[src/rtl/lscc_pkg.sv]
// shared types and constants for the line sensor calibrated classifier
// no dependencies; used by every rtl file of the block
`timescale 1ns / 1ps
`default_nettype none

package lscc_pkg;

  // converter full scale and field widths
  localparam int unsigned SAMPLE_W = 12;
  localparam logic [SAMPLE_W-1:0] ADC_MAX = 12'd4095;

  // request mode codes
  localparam logic [1:0] MODE_MEASURE   = 2'd0;
  localparam logic [1:0] MODE_CAP_WHITE = 2'd1;
  localparam logic [1:0] MODE_CAP_BLACK = 2'd2;

  // configuration register indexes
  localparam logic [1:0] REG_CAL_HALF  = 2'd0;
  localparam logic [1:0] REG_WHITE_DEF = 2'd1;
  localparam logic [1:0] REG_BLACK_DEF = 2'd2;

  // reset values
  localparam logic [SAMPLE_W-1:0] CAL_HALF_RST  = 12'd200;
  localparam logic [SAMPLE_W-1:0] WHITE_DEF_RST = 12'd1000;
  localparam logic [SAMPLE_W-1:0] BLACK_DEF_RST = 12'd3000;

  // input request
  typedef struct packed {
    logic [1:0]          mode;
    logic                side;
    logic [SAMPLE_W-1:0] sample;
  } in_req_t;

  // result
  typedef struct packed {
    logic       color;
    logic [6:0] percent;
    logic [8:0] white_level;
  } out_res_t;

  // calibration ranges of one side
  typedef struct packed {
    logic [SAMPLE_W-1:0] white_low;
    logic [SAMPLE_W-1:0] white_high;
    logic [SAMPLE_W-1:0] black_low;
    logic [SAMPLE_W-1:0] black_high;
  } cal_range_t;

  // capture command to the calibration store
  typedef struct packed {
    logic                en;
    logic [1:0]          mode;
    logic                side;
    logic [SAMPLE_W-1:0] sample;
  } cap_cmd_t;

  // operands for the shared divider
  typedef struct packed {
    logic [SAMPLE_W-1:0] rem_init;
    logic [7:0]          dividend_lo;
    logic [SAMPLE_W-1:0] divisor;
    logic [3:0]          steps;
  } div_op_t;

  // sequencer states
  typedef enum logic [2:0] {
    S_IDLE,
    S_CLASS,
    S_PCT,
    S_WHT,
    S_WWAIT,
    S_DONE
  } state_e;

endpackage

`default_nettype wire

[src/rtl/lscc_cal_store.sv]
// calibration store: half range register and per-side white/black ranges
// depends on lscc_pkg
`timescale 1ns / 1ps
`default_nettype none

module lscc_cal_store (
  input  wire                        clk_i,
  input  wire                        rst_ni,
  input  wire                        cfg_we_i,
  input  wire  [1:0]                 cfg_idx_i,
  input  wire  [lscc_pkg::SAMPLE_W-1:0] cfg_wdata_i,
  input  wire                        rd_side_i,
  output lscc_pkg::cal_range_t       rd_range_o,
  input  wire  lscc_pkg::cap_cmd_t   cap_i
);

  logic [lscc_pkg::SAMPLE_W-1:0] half_q;
  logic [lscc_pkg::SAMPLE_W-1:0] wl_q [2];
  logic [lscc_pkg::SAMPLE_W-1:0] wh_q [2];
  logic [lscc_pkg::SAMPLE_W-1:0] bl_q [2];
  logic [lscc_pkg::SAMPLE_W-1:0] bh_q [2];

  logic [lscc_pkg::SAMPLE_W:0]   sum_hi;
  logic [lscc_pkg::SAMPLE_W-1:0] cap_lo;
  logic [lscc_pkg::SAMPLE_W-1:0] cap_hi;

  // configuration writes; default bounds only apply at reset
  always_ff @(posedge clk_i or negedge rst_ni) begin
    if (!rst_ni) begin
      half_q <= lscc_pkg::CAL_HALF_RST;
    end else if (cfg_we_i) begin
      case (cfg_idx_i)
        lscc_pkg::REG_CAL_HALF:  half_q <= cfg_wdata_i;
        lscc_pkg::REG_WHITE_DEF: half_q <= half_q;
        lscc_pkg::REG_BLACK_DEF: half_q <= half_q;
        default:                 half_q <= half_q;
      endcase
    end
  end

  // captured bounds, saturated to the converter range
  always_comb begin
    sum_hi = {1'b0, cap_i.sample} + {1'b0, half_q};
    cap_lo = (cap_i.sample >= half_q) ? (cap_i.sample - half_q) : '0;
    cap_hi = (sum_hi > {1'b0, lscc_pkg::ADC_MAX}) ? lscc_pkg::ADC_MAX
                                                  : sum_hi[lscc_pkg::SAMPLE_W-1:0];
  end

  // range registers
  always_ff @(posedge clk_i or negedge rst_ni) begin
    if (!rst_ni) begin
      for (int i = 0; i < 2; i++) begin
        wl_q[i] <= '0;
        wh_q[i] <= lscc_pkg::WHITE_DEF_RST;
        bl_q[i] <= lscc_pkg::BLACK_DEF_RST;
        bh_q[i] <= lscc_pkg::ADC_MAX;
      end
    end else if (cap_i.en) begin
      if (cap_i.mode == lscc_pkg::MODE_CAP_WHITE) begin
        wl_q[cap_i.side] <= cap_lo;
        wh_q[cap_i.side] <= cap_hi;
      end else if (cap_i.mode == lscc_pkg::MODE_CAP_BLACK) begin
        bl_q[cap_i.side] <= cap_lo;
        bh_q[cap_i.side] <= cap_hi;
      end
    end
  end

  // read port for the side in work
  assign rd_range_o.white_low  = wl_q[rd_side_i];
  assign rd_range_o.white_high = wh_q[rd_side_i];
  assign rd_range_o.black_low  = bl_q[rd_side_i];
  assign rd_range_o.black_high = bh_q[rd_side_i];

endmodule

`default_nettype wire

[src/rtl/lscc_div_unit.sv]
// shared restoring divider, one quotient bit per cycle
// depends on lscc_pkg; initial remainder must be below the divisor
`timescale 1ns / 1ps
`default_nettype none

module lscc_div_unit (
  input  wire                 clk_i,
  input  wire                 rst_ni,
  input  wire                 start_i,
  input  wire lscc_pkg::div_op_t op_i,
  output logic                busy_o,
  output logic [7:0]          quot_o
);

  logic [lscc_pkg::SAMPLE_W-1:0] rem_q, rem_d;
  logic [lscc_pkg::SAMPLE_W-1:0] div_q;
  logic [7:0]                    lo_q;
  logic [7:0]                    quo_q;
  logic [3:0]                    cnt_q;
  logic                          busy_q;

  logic [lscc_pkg::SAMPLE_W:0]   trial;
  logic [lscc_pkg::SAMPLE_W:0]   diff;
  logic                          fits;

  // compare and subtract step
  always_comb begin
    trial = {rem_q, lo_q[7]};
    diff  = trial - {1'b0, div_q};
    fits  = (trial >= {1'b0, div_q});
    rem_d = fits ? diff[lscc_pkg::SAMPLE_W-1:0] : trial[lscc_pkg::SAMPLE_W-1:0];
  end

  // step counter and busy flag
  always_ff @(posedge clk_i or negedge rst_ni) begin
    if (!rst_ni) begin
      busy_q <= 1'b0;
      cnt_q  <= '0;
    end else if (start_i) begin
      busy_q <= 1'b1;
      cnt_q  <= op_i.steps;
    end else if (busy_q) begin
      busy_q <= (cnt_q != 4'd1);
      cnt_q  <= cnt_q - 4'd1;
    end
  end

  // datapath registers
  always_ff @(posedge clk_i) begin
    if (start_i) begin
      rem_q <= op_i.rem_init;
      lo_q  <= op_i.dividend_lo;
      div_q <= op_i.divisor;
      quo_q <= '0;
    end else if (busy_q) begin
      rem_q <= rem_d;
      lo_q  <= {lo_q[6:0], 1'b0};
      quo_q <= {quo_q[6:0], fits};
    end
  end

  assign busy_o = busy_q;
  assign quot_o = quo_q;

endmodule

`default_nettype wire

[src/rtl/line_sensor_calibrated_classifier.sv]
// line sensor calibrated classifier: sequencer, classifier and result register
// depends on lscc_pkg, lscc_cal_store and lscc_div_unit
//
//   channel | signals                              | direction
//   in      | in_valid_i, in_ready_o, in_req_i     | request in
//   out     | out_valid_o, out_ready_i, out_res_o  | result out
//   cfg     | cfg_we_i, cfg_idx_i, cfg_wdata_i     | register write
//
// one request at a time, accepted only in idle; the result follows the classify
// step, the percent division and, when needed, the white level division on the
// shared divider (7 steps for percent, up to 8 more for white level)
// reset clears the sequencer, result valid and ranges to their defaults
// the next request is taken while a result waits; a stalled result holds
// the sequencer in its final state, and capture updates land with the result
`timescale 1ns / 1ps
`default_nettype none

module line_sensor_calibrated_classifier (
  input  wire                           clk_i,
  input  wire                           rst_ni,
  input  wire                           in_valid_i,
  output logic                          in_ready_o,
  input  wire lscc_pkg::in_req_t        in_req_i,
  output logic                          out_valid_o,
  input  wire                           out_ready_i,
  output lscc_pkg::out_res_t            out_res_o,
  input  wire                           cfg_we_i,
  input  wire  [1:0]                    cfg_idx_i,
  input  wire  [lscc_pkg::SAMPLE_W-1:0] cfg_wdata_i
);

  localparam logic [3:0] PCT_STEPS = 4'd7;
  localparam logic [3:0] WHT_STEPS = 4'd8;

  lscc_pkg::state_e   state_q, state_d;
  lscc_pkg::in_req_t  req_q;
  lscc_pkg::out_res_t out_q;
  logic               out_valid_q;

  logic               color_q;
  logic [6:0]         pct_q;
  logic [8:0]         wht_q;
  logic               wht_div_q;
  logic [lscc_pkg::SAMPLE_W-1:0] num_q;
  logic [lscc_pkg::SAMPLE_W-1:0] span_q;

  lscc_pkg::cal_range_t rng;
  lscc_pkg::cap_cmd_t   cap;
  lscc_pkg::div_op_t    div_op;
  logic                 div_start;
  logic                 div_busy;
  logic [7:0]           div_quot;
  logic                 out_free;

  // classifier terms
  logic [lscc_pkg::SAMPLE_W:0]   w_sum, b_sum, span_full, num_full;
  logic [lscc_pkg::SAMPLE_W-1:0] wc, bc, dw, db, span_eff;
  logic                          in_white, in_black, color_c, span_pos, num_pos;
  logic [18:0]                   pct_num;

  lscc_cal_store u_store (
    .clk_i       (clk_i),
    .rst_ni      (rst_ni),
    .cfg_we_i    (cfg_we_i),
    .cfg_idx_i   (cfg_idx_i),
    .cfg_wdata_i (cfg_wdata_i),
    .rd_side_i   (req_q.side),
    .rd_range_o  (rng),
    .cap_i       (cap)
  );

  lscc_div_unit u_div (
    .clk_i   (clk_i),
    .rst_ni  (rst_ni),
    .start_i (div_start),
    .op_i    (div_op),
    .busy_o  (div_busy),
    .quot_o  (div_quot)
  );

  // color decision and white level setup from the held ranges
  always_comb begin
    in_white  = (req_q.sample >= rng.white_low) && (req_q.sample <= rng.white_high);
    in_black  = (req_q.sample >= rng.black_low) && (req_q.sample <= rng.black_high);
    w_sum     = {1'b0, rng.white_low} + {1'b0, rng.white_high};
    b_sum     = {1'b0, rng.black_low} + {1'b0, rng.black_high};
    wc        = w_sum[lscc_pkg::SAMPLE_W:1];
    bc        = b_sum[lscc_pkg::SAMPLE_W:1];
    dw        = (req_q.sample >= wc) ? (req_q.sample - wc) : (wc - req_q.sample);
    db        = (req_q.sample >= bc) ? (req_q.sample - bc) : (bc - req_q.sample);
    color_c   = in_white ? 1'b0 : (in_black ? 1'b1 : ((dw < db) ? 1'b0 : 1'b1));
    span_full = {1'b0, rng.black_low} - {1'b0, rng.white_high};
    num_full  = {1'b0, rng.black_low} - {1'b0, req_q.sample};
    span_pos  = !span_full[lscc_pkg::SAMPLE_W] && (span_full != '0);
    num_pos   = !num_full[lscc_pkg::SAMPLE_W] && (num_full != '0);
    span_eff  = span_pos ? span_full[lscc_pkg::SAMPLE_W-1:0] : 12'd1;
    // sample times 100 as shifts and adds
    pct_num   = {1'b0, req_q.sample, 6'b0} + {2'b0, req_q.sample, 5'b0}
              + {5'b0, req_q.sample, 2'b0};
  end

  // divider operand select
  always_comb begin
    if (state_q == lscc_pkg::S_CLASS) begin
      div_op.rem_init    = pct_num[18:7];
      div_op.dividend_lo = {pct_num[6:0], 1'b0};
      div_op.divisor     = lscc_pkg::ADC_MAX;
      div_op.steps       = PCT_STEPS;
    end else begin
      div_op.rem_init    = num_q;
      div_op.dividend_lo = 8'd0;
      div_op.divisor     = span_q;
      div_op.steps       = WHT_STEPS;
    end
  end

  assign out_free = !out_valid_q || out_ready_i;

  // sequencer next state and strobes
  always_comb begin
    state_d    = state_q;
    in_ready_o = 1'b0;
    div_start  = 1'b0;
    cap        = '{en: 1'b0, mode: req_q.mode, side: req_q.side, sample: req_q.sample};
    case (state_q)
      lscc_pkg::S_IDLE: begin
        in_ready_o = 1'b1;
        if (in_valid_i) state_d = lscc_pkg::S_CLASS;
      end
      lscc_pkg::S_CLASS: begin
        div_start = 1'b1;
        state_d   = lscc_pkg::S_PCT;
      end
      lscc_pkg::S_PCT: begin
        if (!div_busy) state_d = lscc_pkg::S_WHT;
      end
      lscc_pkg::S_WHT: begin
        if (wht_div_q) begin
          div_start = 1'b1;
          state_d   = lscc_pkg::S_WWAIT;
        end else begin
          state_d = lscc_pkg::S_DONE;
        end
      end
      lscc_pkg::S_WWAIT: begin
        if (!div_busy) state_d = lscc_pkg::S_DONE;
      end
      lscc_pkg::S_DONE: begin
        if (out_free) begin
          cap.en  = 1'b1;
          state_d = lscc_pkg::S_IDLE;
        end
      end
      default: state_d = lscc_pkg::S_IDLE;
    endcase
  end

  // state register
  always_ff @(posedge clk_i or negedge rst_ni) begin
    if (!rst_ni) begin
      state_q <= lscc_pkg::S_IDLE;
    end else begin
      state_q <= state_d;
    end
  end

  // request and working registers
  always_ff @(posedge clk_i) begin
    if (in_ready_o && in_valid_i) begin
      req_q <= in_req_i;
    end
    if (state_q == lscc_pkg::S_CLASS) begin
      color_q   <= color_c;
      num_q     <= num_full[lscc_pkg::SAMPLE_W-1:0];
      span_q    <= span_eff;
      wht_div_q <= 1'b0;
      if (!num_pos) begin
        wht_q <= 9'd0;
      end else if (num_full[lscc_pkg::SAMPLE_W-1:0] >= span_eff) begin
        wht_q <= 9'd256;
      end else begin
        wht_div_q <= 1'b1;
        wht_q     <= 9'd0;
      end
    end
    if ((state_q == lscc_pkg::S_PCT) && !div_busy) begin
      pct_q <= div_quot[6:0];
    end
    if ((state_q == lscc_pkg::S_WWAIT) && !div_busy) begin
      wht_q <= {1'b0, div_quot};
    end
  end

  // result register
  always_ff @(posedge clk_i or negedge rst_ni) begin
    if (!rst_ni) begin
      out_valid_q <= 1'b0;
    end else if (cap.en) begin
      out_valid_q <= 1'b1;
    end else if (out_ready_i) begin
      out_valid_q <= 1'b0;
    end
  end

  always_ff @(posedge clk_i) begin
    if (cap.en) begin
      out_q <= '{color: color_q, percent: pct_q, white_level: wht_q};
    end
  end

  assign out_valid_o = out_valid_q;
  assign out_res_o   = out_q;

endmodule

`default_nettype wire
[config.mk]
export PLATFORM = sky130hd
export DESIGN_NAME = line_sensor_calibrated_classifier
export DESIGN_NICKNAME = d
export VERILOG_FILES = /design/src/rtl/lscc_pkg.sv /design/src/rtl/lscc_cal_store.sv /design/src/rtl/lscc_div_unit.sv /design/src/rtl/line_sensor_calibrated_classifier.sv
export SDC_FILE = /design/constraint.sdc
export NUM_CORES = 1
export LEC_CHECK = 0
export BUFFER_PORTS_ARGS = -buffer_cell sky130_fd_sc_hd__buf_2
export CAP_MARGIN = 25
export CORE_ASPECT_RATIO = 0.5
export CORE_MARGIN = 5
export CORE_UTILIZATION = 55
export CTS_CLUSTER_SIZE = 8
export DETAILED_ROUTE_END_ITERATION = 7
export GPL_TIMING_DRIVEN = 1
export PLACE_DENSITY = 0.77
export SYNTH_ARGS = -nofsm -noshare
export SYNTH_HDL_FRONTEND = slang
export SYNTH_SLANG_ARGS = --single-unit
export TNS_END_PERCENT = 20
[constraint.sdc]
create_clock -name clk_i -period 17.8 [get_ports clk_i]
set_clock_uncertainty 0.2 [all_clocks]
set_input_delay 0.89 -clock clk_i [delete_from_list [all_inputs] [get_ports clk_i]]
set_output_delay 0.89 -clock clk_i [all_outputs]
set_load 0.005 [all_outputs]
; ---- After elaboration in Yosys (flattened, before gate mapping)
; Cells that the tools add are included.
[totals]
word_cells = 148
reg_bits = 231
[op_classes]
n_mux = 53
reduce_logical = 24
eq_ne = 12
n_bitwise = 2
addsub = 14
order_cmp = 13
[op_table]
columns = op, count
row1 = 12-bit 2-to-1 mux, 21
row2 = 24-bit bitwise mux, 4
row3 = 12-bit >= comparator, 6
row4 = 12-bit subtractor, 6
row5 = 12-bit by 12-bit adder with 13-bit output, 3
row6 = 36-bit 2-to-1 mux, 1
row7 = 8-bit 2-to-1 mux, 4
row8 = 13-bit nonzero test, 2
row9 = 12-bit by 12-bit subtractor with 13-bit output, 2
row10 = 12-bit less-or-equal comparator, 2
row11 = 18-bit by 17-bit adder with 19-bit output, 1
row12 = 19-bit by 14-bit adder with 19-bit output, 1
row13 = 9-bit 2-to-1 mux, 2
row14 = 3-bit one-hot mux with 6 select lines, 1
row15 = 13-bit by 12-bit >= comparator with 1-bit output, 1
row16 = "13-bit by 12-bit > comparator with 1-bit output, second input constant", 1
row17 = 12-bit demux with 1-bit select, 1
row18 = 12-bit less-than comparator, 1
row19 = 1-bit 2-to-1 mux, 12
row20 = 3-bit 2-to-1 mux, 4
row21 = 1-bit logical AND, 8
row22 = 4-bit 2-to-1 mux, 2
row23 = "2-bit != test, second input constant", 4
row24 = "3-bit by 2-bit equality test with 1-bit output, second input constant", 2
row25 = 19 further kinds, 26

; ---- Depth between registers and ports, before layout
; Gate-level depths: netlist of the first run.
[depth]
word_depth = 13
mapped_depth = 31

; ---- Cells and area by module
; A second synthesis of the first run with hierarchy kept.
[unflattened]
cells_unflattened = 1761
hier_area_um2 = 17306.6
[modules_own_cells]
columns = mod, seq_area_each_um2, area_each_um2, cells_per_inst, instances
row1 = line_sensor_calibrated_classifier, 2312.2, 8914.8, 963, 1
row2 = lscc_cal_store, 2768.9, 5778.0, 551, 1
row3 = lscc_div_unit, 1246.2, 2613.8, 247, 1

; ---- Worst setup path before layout of the first run
; Ideal clock, no wire load.
[synth_path]
path_kind = flip-flop to flip-flop
startpoint = register req_q, in the netlist cap[12]
endpoint = register color_q, data pin
path_stages_with_launch = 32
arrival_ns = 6.289
path_slack_ns = 11.046
path_cell_list = edfxtp_1 > buf_2 > buf_1 > clkbuf_1 > mux2i_1 > inv_1 > fa_1 > a21o_1 > a21oi_1 > o21bai_1 > a21oi_1 > o21ai_0 > a21oi_1 > o21bai_1 > a21oi_1 > xnor2_1 > ha_1 > clkbuf_1 > nor2_1 > nor4_2 > a21o_1 > buf_2 > mux2_2 > ha_1 > a21oi_1 > nor2b_1 > o21ai_0 > a21oi_1 > nor3_1 > o21ai_0 > o211ai_1 > a31oi_1
[synth_between]
elab_chain_cells = 10
elab_cells_between_ends = 32
classes_between = 6 x add/sub / 7 x order compare / 16 x mux / 1 x bitwise / 2 x reduce/logical
[synth_lines]
columns = item, line_no
row1 = start: declaration, line_sensor_calibrated_classifier.sv:36  ; lscc_pkg::in_req_t req_q;
row2 = start signal: assignment, line_sensor_calibrated_classifier.sv:170  ; req_q <= in_req_i;
row3 = 1-bit inverter with 2-bit output (not written as such) *, --
row4 = 12-bit 2-to-1 mux (on tied branches) (3 in series), --
row5 = 12-bit by 12-bit adder with 13-bit output (on tied branches), "line_sensor_calibrated_classifier.sv:85, line_sensor_calibrated_classifier.sv:86"
row6 = "12-bit subtractor, or another cell as far along", line_sensor_calibrated_classifier.sv:89  ; dw = (req_q.sample >= wc) ? (req_q.sample - wc) : (wc - req_q.sample);
row7 = 12-bit 2-to-1 mux (on tied branches), "line_sensor_calibrated_classifier.sv:89, line_sensor_calibrated_classifier.sv:90"
row8 = 12-bit less-than comparator, line_sensor_calibrated_classifier.sv:91  ; color_c = in_white ? 1'b0 : (in_black ? 1'b1 : ((dw < db) ? 1'b0 : 1'b1));
row9 = 1-bit 2-to-1 mux (2 in series), line_sensor_calibrated_classifier.sv:91
row10 = end signal: assignment, line_sensor_calibrated_classifier.sv:173  ; color_q <= color_c;
row11 = end: declaration, line_sensor_calibrated_classifier.sv:40  ; logic color_q;
; Mark *: on every way between the ends. The rest lies on a longest branch, timed or not. The select of a mux whose other input is x is not followed.
; A chain may end at the register's enable or synchronous reset.

; ---- Worst setup path after layout of the first run
; Ends and elaborated chain as after synthesis.

==> metrics.md, run 1 <==
| Metric | Value |
|---|---|
| Status | complete, no violations |
| Via/cell ratio | just under 6 |
| Multi-input gate area | approximately 9700 um2 |
| Mapped Area | 16700 um2 |
| Proportion of layout cells with a drive suffix above 1 | ~12% |
| Syn avg cell area | around 9.6 um2 |
| Num CTS Buffers | 34 |
| Cell count along the critical path | 25 |
| Post_cts resized | 0 |
| Vias in the first global route | 12800 |
| Required @ worst endpoint | approximately 18 ns |
| Hold Buf Count CTS | 0 |
| Die area | 34200 um2 |
| Number of antenna violations at the first check in global routing | 0 |
| Post-synth EDFFs | 102 |
| Synth Flop Type | edfxtp_1 |
| Reg clk slew, reported paths | approximately 0.07 ns |
| CTS Buffer Depth | 3 |
| GRT Residual Overflow | 0 |
| Post-Syn Nets | roughly 2000 |
| Starting Density | a little under three fifths |
| Sequential Area | 6240 um2 |
| Final max-slew violation count | 0 |
| Vias | between 10000 and 15000 |
| Hold_ws | roughly 0.16 ns |
| Gate Count Post-Synth | approximately 1700 |
| Area Overhead vs Synth | 10.7% |
| Ys Warns | 0 |
| Avg WL per Cell | 18.4 um |
| Relative slew slack | approximately two fifths |
| All-layer global routing usage | between 20% and 30% |
| Most frequent cells in the layout | ha_1 (207), inv_1 (144), nand2_1 (141), o21ai_0 (135), a21oi_1 (104) |
| Setup violators final | 0 |
| Initial drt markers | between 1000 and 1500 |
| Flops & latches, synth | about 230 |
| DR DRC count | 0 |
| # clock sinks | roughly 230 |
| Final Hold Fails | 0 |
| Slowest stage delay, CP | between 0.8 and 0.9 ns |
| Post-Layout Cell Count | between 2000 and 2500 |
| Max_cap viols | 0 |
| Worst min-delay path class | input port to async pin |
| Final setup TNS | 0 ns |
| Reg2reg path depth | 25 |
| Crit-path slowest cell | edfxtp_1 |
| First-pass GRT wire length | 66.3 mm |
| Wirelength, routed | between 40 and 50 mm |
| Measured slew at the worst slew-check pin | a little over 0.9 ns |
| Minimum clock period | 7.24 ns |
| CP Launch Point | cap[12]$_DFFE_PP_ |
| Ys async rst share | about 50% |
| Leading cell type in the layout, fill and taps excluded | ha_1 |
| Port bufs | 52 |
| Site row count | 45 |
| Reg-to-Reg End | color_q$_SDFFCE_PP0P_ |
| Final Cell Area | ~19000 um2 |
| Synth unique cells | 78 |
| R2R setup slack | between 10 and 15 ns |
| I/O Pins | 53 |
| Setup Fix Bufs, Post-CTS | 0 |
| Startpoint Class | flip-flop |
| Routability cong. | 0.964 |
| Core Footprint | around 30000 um2 |
| Crit Path Category | flip-flop to flip-flop |
| Diode count | 0 |
| Height of the die | between 100 and 150 um |
| Part of the cycle the worst path needs | about two fifths |
| Post-DP HPWL | 30.3 mm |
| Skew-Pair Late Insertion Delay | around 0.52 ns |
| Top delay family on crit path | compound AO/OA/AOI/OAI gates |
| Most used cell, CP | a21oi_1 |
| Achievable frequency | ~0.14 GHz |
| Crit path buf inv count | 1 |
| H-tree levels | 2 |
| CTS tree | yes |
| Sequential area share after synthesis | about 37% |
| Fill count | between 2000 and 2500 |
| Crit end category | flip-flop |
| RSZ-0062 raised after global routing | no |
| Placed inst area | around 17000 um2 |
| Reg2reg start | cap[12]$_DFFE_PP_ |
| Root buffer cell | clkbuf_16 |
| Arrival time at the worst endpoint | between 7 and 8 ns |
| Placed cells | between 2000 and 2500 |
| Largest net degree at the start of global routing | 78 |
| Layout Nets | 2046 |
| Post-route ant nets | 0 |
| Drt pass-1 iters | 6 |
| Crit Path Max Fanout | 40 |
| Die X | around 260 um |
| CP Capture Point | color_q$_SDFFCE_PP0P_ |
[registers in the layout (all words and copies together) (netlist names), 3 cells and up]
register and cells:
u_store.bh_q 24, num_q 12, u_div.cnt_q 4, u_div.quot_o 8
state_q 3, u_store.bl_q 24, wht_q 9, u_div.lo_q 5
span_q 12, u_div.div_q 12, out_res_o 17, u_store.half_q 12
u_div.rem_q 12, u_store.wh_q 24, u_store.wl_q 24, pct_q 7
cap 15
[synthesized netlist by cell type (4+ instances only)]
cell | number | area share (%)
a211o_1 | 4 | 0.21
a211oi_1 | 8 | 0.36
a21boi_0 | 4 | 0.18
a21o_1 | 54 | 2.4
a21oi_1 | 105 | 3.1
a22o_1 | 7 | 0.37
a22oi_1 | 8 | 0.36
a31oi_1 | 14 | 0.52
and2_1 | 13 | 0.49
and3_1 | 8 | 0.30
buf_1 | 6 | 0.13
buf_2 | 7 | 0.21
clkbuf_1 | 51 | 1.1
dfrtp_1 | 64 | 9.6
dfstp_2 | 53 | 8.3
dfxtp_1 | 9 | 1.1
edfxtp_1 | 102 | 18
fa_1 | 20 | 2.4
ha_1 | 207 | 15
inv_1 | 144 | 3.2
mux2_2 | 25 | 1.7
mux2i_1 | 52 | 3.1
nand2_1 | 141 | 3.2
nand2b_1 | 47 | 1.8
nand3_1 | 22 | 0.66
nand4_1 | 14 | 0.52
nor2_1 | 78 | 1.8
nor2b_1 | 38 | 1.4
nor3_1 | 37 | 1.1
nor4_1 | 5 | 0.19
o211ai_1 | 5 | 0.22
o21a_1 | 16 | 0.72
o21ai_0 | 135 | 4.0
o21bai_1 | 15 | 0.67
o221ai_1 | 6 | 0.31
o22a_1 | 4 | 0.21
o22ai_1 | 5 | 0.19
o31ai_1 | 33 | 1.5
or2_2 | 12 | 0.45
or3_1 | 7 | 0.26
xnor2_1 | 60 | 3.1
xor2_1 | 32 | 1.7
[logic make-up (layout without fill, tap and decap cells)]
kind of cell | after synthesis | in the layout | synth area share, %
XOR/XNOR | 92 | 92 | 4.82
AND/OR/NAND/NOR | 437 | 437 | 12.8
adder cells (fa/ha/maj) | 227 | 227 | 17.9
buffers and inverters | 210 | 286 | 4.78
AO/OA/AOI/OAI | 461 | 461 | 17.5
flip-flops | 228 | 228 | 37.3
multiplexers | 77 | 77 | 4.80
[per-stage QoR]
| stage | utilization (%) | setup WS (ns) |
|---|---|---|
| CTS | 61.1 | 10.63 |
| global route | 61.4 | 10.07 |
| finish | 61.4 | 10.56 |
| detailed placement | 57.9 | 10.66 |
| floorplan | - | 11.05 |
| global placement | 57.9 | 10.77 |
[layout make-up]
cell class | instances | area share (%)
tap | 399 | 2.70
sequential | 228 | 33.7
clock buffer | 58 | 5.25
inverter | 145 | 2.94
clock inverter | 1 | 0.0473
multi-input combinational | 1294 | 52.4
timing repair buffer | 82 | 2.94
[worst min path at each step]
stage                                      start                      endpoint  slack [ns]  cells past startpoint
final                                     rst_ni  u_store.bl_q[13]$_DFFE_PN0P_        0.16                      1
after global routing                      rst_ni  u_store.bl_q[13]$_DFFE_PN0P_        0.20                      1
after CTS                                 rst_ni  u_store.bl_q[13]$_DFFE_PN0P_        0.17                      1
after detailed placement      pct_q[3]$_DFFE_PP_       out_res_o[12]$_DFFE_PP_        0.20                      0
after global placement        pct_q[1]$_DFFE_PP_       out_res_o[10]$_DFFE_PP_        0.20                      0
after floorplan           wht_q[0]$_SDFFCE_PN0P_        out_res_o[0]$_DFFE_PP_        0.20                      0
[layer usage]
metal  vias up  GRT usage [%]  routed length [um]
li1       6268              -                   -
met1      6039           32.8               18500
met2       419           39.3               18200
met3        61           4.05                2840
met4         0           5.90                 957
met5         -              0                   0
[worst reg2reg max path, stage by stage, from the launching register on]
cell and delay (ns):
edfxtp_1 0.81, buf_4 0.66, mux2_2 0.46, ha_1 0.36
a21oi_1 0.23, o21bai_1 0.10, a21oi_1 0.28, o21ai_0 0.14
a21oi_1 0.24, xnor2_1 0.12, ha_1 0.41, nand4_1 0.15
a31oi_1 0.20, nor4_1 0.09, nor4_2 0.45, a21o_1 0.51
mux2_2 0.40, ha_1 0.26, a21oi_1 0.14, nor2b_1 0.06
o21ai_0 0.16, a21oi_1 0.09, nor3_1 0.14, o21ai_0 0.14
o211ai_1 0.10, a31oi_1 0.09
Power of run 1 is left out: the tool's default activity adds up to more than one toggle a clock period on the data nets, which glitch-free logic cannot reach.
==> run 2: changes to the inputs <==
==> constraint.sdc (replaced) <==
create_clock -name clk_i -period 7.6 [get_ports clk_i]
set_clock_uncertainty 0.2 [all_clocks]
set_input_delay 0.38 -clock clk_i [delete_from_list [all_inputs] [get_ports clk_i]]
set_output_delay 0.38 -clock clk_i [all_outputs]
set_load 0.005 [all_outputs]
==> run 2 against run 1 <==
Net effect:
- worst setup slack got worse by 9.8 ns
- register-to-register slack got worse by 9.8 ns
- sequential cell count did not move
- critical path type unchanged
- highest routed layer unchanged
==> metrics.md, run 2 (same netlist as run 1, synthesis figures left out) <==
| Metric | Value |
|---|---|
| First-pass GRT wire length | 66.4 mm |
| CTS Buffer Depth | 3 |
| Achievable frequency | 0.147 GHz |
| Avg WL per Cell | 18.2 um |
| Part of the cycle the worst path needs | ~90% |
| Initial drt markers | 1059 |
| Leading cell type in the layout, fill and taps excluded | ha_1 |
| Reg clk slew, reported paths | approximately 0.06 ns |
| Setup Fix Bufs, Post-CTS | 0 |
| Status | complete, no violations |
| Minimum clock period | between 6 and 7 ns |
| Die area | about 34000 um2 |
| RSZ-0062 raised after global routing | no |
| Worst min-delay path class | input port to flip-flop |
| Startpoint Class | flip-flop |
| Reg-to-Reg End | color_q$_SDFFCE_PP0P_ |
| Area Overhead vs Synth | 12.2% |
| Port bufs | 52 |
| GRT Residual Overflow | 0 |
| R2R setup slack | 0.78 ns |
| Required @ worst endpoint | 7.66 ns |
| # clock sinks | about 230 |
| Drt pass-1 iters | 5 |
| Number of antenna violations at the first check in global routing | 0 |
| Layout Nets | between 2000 and 2500 |
| Hold path cells | 4 |
| Vias | around 13000 |
| Fill count | 2404 |
| Vias in the first global route | roughly 13000 |
| Final max-slew violation count | 0 |
| CP Launch Point | cap[12]$_DFFE_PP_ |
| Final setup TNS | 0 ns |
| Starting Density | a little under three fifths |
| Crit Path Max Fanout | 16 |
| CTS tree | yes |
| Arrival time at the worst endpoint | a little under 7 ns |
| Multi-input gate area | between 9000 and 10000 um2 |
| Relative slew slack | between 30 and 40% |
| Via/cell ratio | 5.80 |
| Worst Hold Path EP | state_q[0]$_DFFE_PN0P_ |
| Skew-Pair Late Insertion Delay | 0.53 ns |
| Wirelength, routed | ~40 mm |
| H-tree levels | 2 |
| Root buffer cell | clkbuf_16 |
| Reg2reg start | cap[12]$_DFFE_PP_ |
| Post-route ant nets | 0 |
| I/O Pins | 53 |
| Proportion of layout cells with a drive suffix above 1 | between 10 and 15% |
| Most frequent cells in the layout | ha_1 (207), inv_1 (144), nand2_1 (141), o21ai_0 (135), a21oi_1 (104) |
| Measured slew at the worst slew-check pin | between 1 and 1.5 ns |
| Routability cong. | ~0.96 |
| Reg2reg path depth | 26 |
| Setup violators final | 0 |
| Crit end category | flip-flop |
| Sequential Area | roughly 6200 um2 |
| Largest net degree at the start of global routing | a little over 70 |
| Site row count | 45 |
| Diode count | 0 |
| Final Hold Fails | 0 |
| Core Footprint | 30100 um2 |
| Crit Path Category | flip-flop to flip-flop |
| Post-DP HPWL | around 30 mm |
| Die X | between 200 and 300 um |
| Max_cap viols | 0 |
| DR DRC count | 0 |
| All-layer global routing usage | between 20% and 30% |
| Hold_sp | in_valid_i |
| Num CTS Buffers | 34 |
| Height of the die | 133 um |
-- run 2: per-stage QoR --
step           setup slack [ns]  util [%]  instance area [um2]  std cells  hold WS (ns)
3_3_place_gp               1.03      57.9                17400       2144         0.201
5_1_grt                  0.0989      62.3                18800       2236         0.136
6_report                  0.782      62.3                18800       2236         0.122
3_5_place_dp              0.825      57.9                17400       2144         0.205
2_1_floorplan             0.846         -                16700       1732        -0.116
4_1_cts                   0.800      62.2                18700       2235         0.110
-- run 2: critical path: stages, from the launching register on --
cell and delay (ns):
edfxtp_1 0.76, mux2i_1 0.50, inv_1 0.20, fa_1 0.48
a21o_1 0.17, a21oi_1 0.24, o21bai_1 0.09, a21oi_1 0.22
o21ai_0 0.18, a21oi_1 0.29, xnor2_1 0.12, ha_1 0.42
nand4_1 0.15, a31oi_1 0.18, nor4_1 0.08, nor4_2 0.45
a21o_1 0.26, buf_4 0.21, mux2i_1 0.24, xnor2_1 0.17
ha_1 0.26, o21ai_0 0.17, a21oi_1 0.06, nor3_1 0.12
o21ai_0 0.13, o211ai_1 0.10, a31oi_1 0.09
-- run 2: layer usage --
| metal | vias to the layer above | track usage, % | routed length [um] |
|---|---|---|---|
| met4 | 0 | 5.45 | 695 |
| met5 | - | 0 | 0 |
| met2 | 390 | 39.5 | 18900 |
| li1 | 6346 | - | - |
| met3 | 48 | 4.68 | 2650 |
| met1 | 6188 | 32.2 | 18400 |
-- run 2: worst max path at each step --
stage                     slack (ns)                     to
final                           0.78  color_q$_SDFFCE_PP0P_
after global routing             0.1  color_q$_SDFFCE_PP0P_
after CTS                       0.80  color_q$_SDFFCE_PP0P_
after detailed placement        0.82  color_q$_SDFFCE_PP0P_
after global placement          1.03  color_q$_SDFFCE_PP0P_
after floorplan                 0.85  color_q$_SDFFCE_PP0P_
-- run 2: timing repair --
item	4_1_cts	5_1_grt
endpoints found under the hold margin	58	0
gates resized for setup	0	0
hold buffers	29	0
-- run 2: layout make-up --
type,instances,area share [%]
tap,399,2.66
inverter,145,2.90
sequential,228,33.3
timing repair buffer,108,4.14
clock buffer,58,5.02
clock inverter,4,0.340
multi-input combinational,1294,51.7
Power of run 2 is left out for the same reason.
